==> src/hw/rtl/tmcg_pkg.sv <==
// shared types, constants and codes of the text mode character generator
package tmcg_pkg;

  localparam int SCREEN_WIDTH    = 640;
  localparam int SCREEN_HEIGHT   = 400;
  localparam int PALETTE_ENTRIES = 16;

  localparam int FONT_DEPTH = 32768;
  localparam int FONT_AW    = $clog2(FONT_DEPTH);
  localparam int PAL_AW     = $clog2(PALETTE_ENTRIES);

  localparam int COLOR_W = 32;
  localparam int ADDR_W  = 20;
  localparam int OFFS_W  = 17;

  localparam int CFG_IDX_W  = 8;
  localparam int CFG_DATA_W = 32;

  // queue depths are powers of two
  localparam int FQ_DEPTH = 4;
  localparam int FQ_AW    = $clog2(FQ_DEPTH);
  localparam int FQ_CW    = $clog2(FQ_DEPTH + 1);
  localparam int OQ_DEPTH = 4;
  localparam int OQ_AW    = $clog2(OQ_DEPTH);
  localparam int OQ_CW    = $clog2(OQ_DEPTH + 1);

  localparam logic [1:0] REQ_RENDER = 2'd0;
  localparam logic [1:0] REQ_FONT   = 2'd1;
  localparam logic [1:0] REQ_PAL    = 2'd2;

  localparam logic [CFG_IDX_W-1:0] CFG_FORTY      = 8'd0;
  localparam logic [CFG_IDX_W-1:0] CFG_COLOR      = 8'd1;
  localparam logic [CFG_IDX_W-1:0] CFG_DENSE      = 8'd2;
  localparam logic [CFG_IDX_W-1:0] CFG_VIDEO_BASE = 8'd3;
  localparam logic [CFG_IDX_W-1:0] CFG_PAGE_START = 8'd4;
  localparam logic [CFG_IDX_W-1:0] CFG_CURSOR_ON  = 8'd5;
  localparam logic [CFG_IDX_W-1:0] CFG_CURSOR_COL = 8'd6;
  localparam logic [CFG_IDX_W-1:0] CFG_CURSOR_ROW = 8'd7;

  localparam logic [7:0]        MONO_BG_MASK    = 8'h70;
  localparam logic [PAL_AW-1:0] MONO_LIGHT      = 4'd7;
  localparam logic [PAL_AW-1:0] MONO_DARK       = 4'd0;
  localparam int                CURSOR_LINE_OFS = 12;
  localparam int                CURSOR_LINES    = 2;

  typedef struct packed {
    logic        forty_columns;
    logic        color_enable;
    logic        dense_rows;
    logic [19:0] video_base;
    logic [15:0] page_start;
    logic        cursor_on;
    logic [6:0]  cursor_col;
    logic [4:0]  cursor_row;
  } cfg_t;

  localparam cfg_t CFG_RESET = '{
    forty_columns: 1'b0,
    color_enable:  1'b1,
    dense_rows:    1'b0,
    video_base:    20'd753664,
    page_start:    16'd0,
    cursor_on:     1'b0,
    cursor_col:    7'd0,
    cursor_row:    5'd0
  };

  typedef struct packed {
    logic [1:0]         kind;
    logic [FONT_AW-1:0] font_addr;
    logic [PAL_AW-1:0]  pal_addr;
    logic [COLOR_W-1:0] value;
    logic [7:0]         attr;
    logic [PAL_AW-1:0]  cattr;
    logic               hit;
    logic [OFFS_W-1:0]  offs;
  } cmd_t;

  typedef struct packed {
    logic [COLOR_W-1:0] pixel_color;
    logic [ADDR_W-1:0]  cell_address;
    logic               cursor_hit;
  } rsp_t;

endpackage

==> src/hw/rtl/tmcg_if.sv <==
// channel interfaces: request, result and configuration write
interface tmcg_req_if;
  import tmcg_pkg::*;
  logic        valid;
  logic        ready;
  logic [1:0]  req_type;
  logic [9:0]  pixel_x;
  logic [8:0]  pixel_y;
  logic [7:0]  char_code;
  logic [7:0]  attr_byte;
  logic [7:0]  cursor_attr;
  logic [14:0] load_index;
  logic [COLOR_W-1:0] load_value;
  modport source (output valid, req_type, pixel_x, pixel_y, char_code, attr_byte,
                  cursor_attr, load_index, load_value, input ready);
  modport sink (input valid, req_type, pixel_x, pixel_y, char_code, attr_byte,
                cursor_attr, load_index, load_value, output ready);
endinterface


==> src/hw/rtl/tmcg_front.sv <==
// front end: accepts requests, classifies them and queues commands
module tmcg_front (
  input  logic            clk,
  input  logic            rst,
  input  tmcg_pkg::cfg_t  regs,
  tmcg_req_if.sink        req,
  input  logic            pop,
  output logic            cmd_valid,
  output tmcg_pkg::cmd_t  cmd
);
  import tmcg_pkg::*;

  cmd_t             queue [FQ_DEPTH];
  logic [FQ_AW-1:0] wr_ptr;
  logic [FQ_AW-1:0] rd_ptr;
  logic [FQ_CW-1:0] count;

  logic        on_screen;
  logic        keep;
  logic        push;
  logic [6:0]  charx;
  logic [6:0]  chary;
  logic [14:0] row_ofs;
  logic [3:0]  line;
  logic [2:0]  col;
  logic [9:0]  cx0;
  logic [9:0]  cy0;
  logic [9:0]  dx;
  logic [9:0]  dy;
  logic [4:0]  cellw;
  logic        hit;
  cmd_t        entry;

  always_comb begin
    on_screen = ({1'b0, req.pixel_x} < 11'(SCREEN_WIDTH)) &&
                ({2'b0, req.pixel_y} < 11'(SCREEN_HEIGHT));
    charx = regs.forty_columns ? {1'b0, req.pixel_x[9:4]} : req.pixel_x[9:3];
    chary = regs.dense_rows ? req.pixel_y[8:2] : {2'b0, req.pixel_y[8:4]};
    // rows are 160 or 80 bytes apart
    if (regs.forty_columns) begin
      row_ofs = 15'({chary, 6'd0}) + 15'({chary, 4'd0});
    end else begin
      row_ofs = 15'({chary, 7'd0}) + 15'({chary, 5'd0});
    end
    line  = regs.dense_rows ? {2'b0, req.pixel_y[1:0]} : req.pixel_y[3:0];
    col   = regs.forty_columns ? req.pixel_x[3:1] : req.pixel_x[2:0];
    cellw = regs.forty_columns ? 5'd16 : 5'd8;
    cx0   = regs.forty_columns ? 10'({regs.cursor_col, 4'd0})
                               : 10'({regs.cursor_col, 3'd0});
    cy0   = 10'({1'b0, regs.cursor_row, 4'd0}) + 10'(CURSOR_LINE_OFS);
    dx    = req.pixel_x - cx0;
    dy    = {1'b0, req.pixel_y} - cy0;
    hit   = regs.cursor_on && (dx < 10'(cellw)) && (dy < 10'(CURSOR_LINES));

    entry.kind      = req.req_type;
    entry.font_addr = (req.req_type == REQ_RENDER) ? {req.char_code, line, col}
                                                   : req.load_index;
    entry.pal_addr  = req.load_index[PAL_AW-1:0];
    entry.value     = req.load_value;
    entry.attr      = req.attr_byte;
    entry.cattr     = req.cursor_attr[PAL_AW-1:0];
    entry.hit       = hit;
    entry.offs      = OFFS_W'(row_ofs) + OFFS_W'({charx, 1'b0}) +
                      (regs.dense_rows ? OFFS_W'(regs.page_start) : OFFS_W'(0));

    case (req.req_type)
      REQ_RENDER: keep = on_screen;
      REQ_FONT:   keep = 1'b1;
      REQ_PAL:    keep = req.load_index < 15'(PALETTE_ENTRIES);
      default:    keep = 1'b0;
    endcase
  end

  assign req.ready = (count != FQ_CW'(FQ_DEPTH));
  assign push      = req.valid && req.ready && keep;
  assign cmd_valid = (count != '0);
  assign cmd       = queue[rd_ptr];

  always_ff @(posedge clk) begin
    if (push) begin
      queue[wr_ptr] <= entry;
    end
  end

  always_ff @(posedge clk) begin
    if (rst) begin
      wr_ptr <= '0;
      rd_ptr <= '0;
      count  <= '0;
    end else begin
      if (push) begin
        wr_ptr <= wr_ptr + FQ_AW'(1);
      end
      if (pop) begin
        rd_ptr <= rd_ptr + FQ_AW'(1);
      end
      case ({push, pop})
        2'b10:   count <= count + FQ_CW'(1);
        2'b01:   count <= count - FQ_CW'(1);
        default: count <= count;
      endcase
    end
  end
endmodule

==> src/flat_wrapper.sv <==
// flat-port wrapper written by rule: the top's interface ports become plain ports
module tmcg_front_flat import tmcg_pkg::*;
  (clk, rst, regs, pop, cmd_valid, cmd, req_valid, req_req_type, req_pixel_x, req_pixel_y, req_char_code, req_attr_byte, req_cursor_attr, req_load_index, req_load_value, req_ready);
  tmcg_req_if req_i ();
  input  logic clk;
  input  logic rst;
  input  tmcg_pkg::cfg_t regs;
  input  logic pop;
  output logic cmd_valid;
  output tmcg_pkg::cmd_t cmd;
  input wire logic [$bits(req_i.valid)-1:0] req_valid;
  input wire logic [$bits(req_i.req_type)-1:0] req_req_type;
  input wire logic [$bits(req_i.pixel_x)-1:0] req_pixel_x;
  input wire logic [$bits(req_i.pixel_y)-1:0] req_pixel_y;
  input wire logic [$bits(req_i.char_code)-1:0] req_char_code;
  input wire logic [$bits(req_i.attr_byte)-1:0] req_attr_byte;
  input wire logic [$bits(req_i.cursor_attr)-1:0] req_cursor_attr;
  input wire logic [$bits(req_i.load_index)-1:0] req_load_index;
  input wire logic [$bits(req_i.load_value)-1:0] req_load_value;
  output wire logic [$bits(req_i.ready)-1:0] req_ready;
  assign req_i.valid = req_valid;
  assign req_i.req_type = req_req_type;
  assign req_i.pixel_x = req_pixel_x;
  assign req_i.pixel_y = req_pixel_y;
  assign req_i.char_code = req_char_code;
  assign req_i.attr_byte = req_attr_byte;
  assign req_i.cursor_attr = req_cursor_attr;
  assign req_i.load_index = req_load_index;
  assign req_i.load_value = req_load_value;
  assign req_ready = req_i.ready;
  tmcg_front u_core (.clk(clk), .rst(rst), .regs(regs), .req(req_i), .pop(pop), .cmd_valid(cmd_valid), .cmd(cmd));
endmodule
==> config.mk <==
export PLATFORM = sky130hd
export DESIGN_NAME = tmcg_front_flat
export DESIGN_NICKNAME = d
export VERILOG_FILES = /design/src/hw/rtl/tmcg_pkg.sv /design/src/hw/rtl/tmcg_if.sv /design/src/hw/rtl/tmcg_front.sv /design/src/flat_wrapper.sv
export SDC_FILE = /design/constraint.sdc
export NUM_CORES = 1
export LEC_CHECK = 0
export ABC_AREA = 1
export CAP_MARGIN = 20
export CORE_MARGIN = 2
export CORE_UTILIZATION = 55
export DETAILED_ROUTE_END_ITERATION = 12
export DONT_BUFFER_PORTS = 1
export GPL_ROUTABILITY_DRIVEN = 0
export GPL_TIMING_DRIVEN = 0
export PLACE_DENSITY = 0.73
export SKIP_CTS_REPAIR_TIMING = 1
export SYNTH_ARGS = -nofsm -noshare
export SYNTH_HDL_FRONTEND = slang
export SYNTH_SLANG_ARGS = --single-unit
==> constraint.sdc <==
create_clock -name clk -period 4.55 [get_ports clk]
set_input_delay 0 -clock clk [delete_from_list [all_inputs] [get_ports clk]]
set_output_delay 0 -clock clk [all_outputs]
set_load 0.05 [all_outputs]
==> flow_summary.toml <==
[outcome]
status = "finished with violations"
violations = "negative hold slack"

[setup_path]
startpoint_type = "input pin"
critPathKind = "in -> reg"
worstPathArrival_ns = 3.87
worstPathRequired_ns = 4.84
path_max_fanout = 10
cp-end-kind = "register"
crit_start = "regs[49]"
rr_startpoint = "u_core.count[1]$_SDFFE_PP0P_"

[yosys]
synth_cell_types = 40
synth_ff_type = "edfxtp_1"
synthArstFlopShare = 0
ys_seq_area_frac = 0.656
synth_edf_count = 332
ys_warn_count = 0
syn_inst = 1386
syn-cell-area_um2 = 15500
ys_ff_latch = 341
syn_nets = 1590
syn_area_per_cell_um2 = 11.2

[placed_design]
port_buffers = 0
dp_hpwl_mm = 23.9
place_area_um2 = 16400
place_ws_ns = 0.464

[clock_network]
clk_path_buf_depth = 3
cts_tree = "done"
clock-sinks = 341
cts-root-buf = "clkbuf_16"
h-tree-depth = 2
clk_latency_ns = 0.50
cts-buffers-inserted = 35
clk_pin_slew_ns = 0.06

[pwr]
cellLeakagePower_nw = 6.91
p_clk_frac = 0.357
switchingPower_mw = 2.22
power_frac_seq = 0.459
pwr-share-comb = 0.184
internal_power_mw = 5.72
power_density_nw_per_um2 = 432
peakVddDrop_mv = 0.197
switching_share = 0.279

[sta]
fmax_ghz = 0.279
setup_ws_ns = 0.971
timing.hold.ws_ns = -0.000675
slew_headroom = 0.207
setup_viol = 0
final_hold_viol_count = 4
worst_slew_pin_slew_ns = 1.21
fin_worst_skew_ns = 0.00951
fin_crit_sh = 0.787
fin_setup_tns_ns = 0
finalCriticalPeriod_ns = 3.58
maxSlewViolCount = 0
rsz0062_at_grt = "false"

[cells_and_area]
drive_above_1_share = 0.0802
fin_area_um2 = 18400
syn_to_final_growth_pct = 18.7
n_antenna_cell = 0
fin_nets = 1737
layout_commonest_cell = "edfxtp_1"
final_cell_mix = "332 x edfxtp_1, 211 x o21ai_0, 208 x nor2_1"

[floorplanning]
initial_core_util = 0.558
row_count = 61
die_w_um = 172
io_pins = 233
core_area_um2 = 27700
die_height_um = 172
die_area_um2 = 29500

[routing]
wl_per_cell_um = 19.0
vias = 10800
finalWirelength_mm = 36.7
antenna_left = 0
drcViolationCount = 0
dr.pass1.iters = 5
drt_iter0_drc = 916
vias_per_cell = 5.57

[grt]
first_global_vias = 10100
grt_pass1_wl_mm = 53.7
grt_max_degree = 30
grt_overflow = 0
grt.total_usage = 0.238
antenna_found_initial = 0

[run]
cap_violations = 0

[min_path]
min-delay-start = "req_req_type[1]"
hold_class = "in -> reg"
==> registers in the layout, summed over array words and instances (netlist names), named ones only <==
name           flops
u_core.queue     332
u_core.rd_ptr      2
u_core.wr_ptr      2
u_core.count       3
==> cell usage after synthesis (5+ instances only) <==
| master | number | share of area |
|---|---|---|
| o21ai_0 | 211 | 0.068 |
| ha_1 | 51 | 0.041 |
| dfxtp_1 | 9 | 0.012 |
| edfxtp_1 | 332 | 0.64 |
| xnor2_1 | 6 | 0.0034 |
| buf_2 | 14 | 0.0045 |
| nand2_1 | 161 | 0.039 |
| nor2_1 | 212 | 0.051 |
| fa_1 | 5 | 0.0065 |
| clkbuf_1 | 43 | 0.010 |
| nand3_1 | 43 | 0.014 |
| inv_1 | 115 | 0.028 |
| a21oi_1 | 31 | 0.010 |
| a31oi_1 | 5 | 0.0020 |
| nand2_2 | 7 | 0.0028 |
| o22ai_1 | 83 | 0.034 |
| xor2_1 | 10 | 0.0057 |
==> critical path: stages <==
cell	delay [ns]
buf_4	0.15
inv_2	0.08
or2_2	0.29
o21ai_0	0.18
inv_1	0.08
ha_1	0.23
fa_1	0.45
nand2_1	0.07
o21ai_0	0.09
ha_1	0.34
a21oi_1	0.26
nor2_2	0.07
nand2_1	0.07
nand3_1	0.06
nand2_1	0.06
inv_1	0.04
ha_1	0.34
a21oi_1	0.33
o21ai_0	0.17
a21oi_1	0.16
nand2_1	0.08
xor2_1	0.27
==> per-layer routing <==
layer,up-vias,track usage,routed length (um)
li1,5199,-,-
met1,5104,0.304,14800
met5,-,0,0
met2,422,0.398,18100
met4,0,0.0766,814
met3,60,0.0626,2990
==> final timing paths <==
| check | endpoint | slack, ns | cells past startpoint |
|---|---|---|---|
| hold reg to reg | register | 0.48 | 1 |
| setup / recovery | u_core.queue[2][15]$_DFFE_PP_ | 0.97 | 22 |
| setup reg to reg | u_core.count[1]$_SDFFE_PP0P_ | 1.52 | 11 |
| hold / removal | u_core.queue[0][67]$_DFFE_PP_ | -0.0007 | 3 |
==> power groups by stage <==
stage | combinational (mW) | clock [mW] | sequential, mW
final | 1.46 | 2.83 | 3.64
after global routing | 1.59 | 3.00 | 3.64
after CTS | 1.37 | 2.87 | 3.64
after detailed placement | 1.37 | 0 | 3.71
after global placement | 1.29 | 0 | 3.72
after floorplan | 1.06 | 0 | 3.71
==> area by class of cell <==
class	count	area, um^2
buffer	64	283
multi-input combinational	862	4620
timing repair buffer	110	1240
fill	2068	9350
inverter	119	447
clock inverter	15	141
tap	378	473
sequential	341	10100
clock buffer	48	1010
==> cells by family after synthesis <==
family,Yosys count,synth area share
multiplexers,1,0.000728
adder cells (fa/ha/maj),56,0.0477
flip-flops,341,0.656
XOR/XNOR,16,0.00906
AO/OA/AOI/OAI,342,0.120
other,1,0.000242
AND/OR/NAND/NOR,446,0.119
buffers and inverters,183,0.0472
==> per-stage QoR <==
stage	cells	hold slack [ns]	total power, mW	utilization
after floorplan	1386	0.0724	4.77	-
after CTS	1852	-0.449	7.88	0.632
after global routing	1937	0.0159	8.24	0.663
after detailed placement	1789	0.0825	5.07	0.590
after global placement	1764	0.0745	5.01	0.575
final	1937	-0.000675	7.94	0.663
Power figures use the tool's default switching activity.
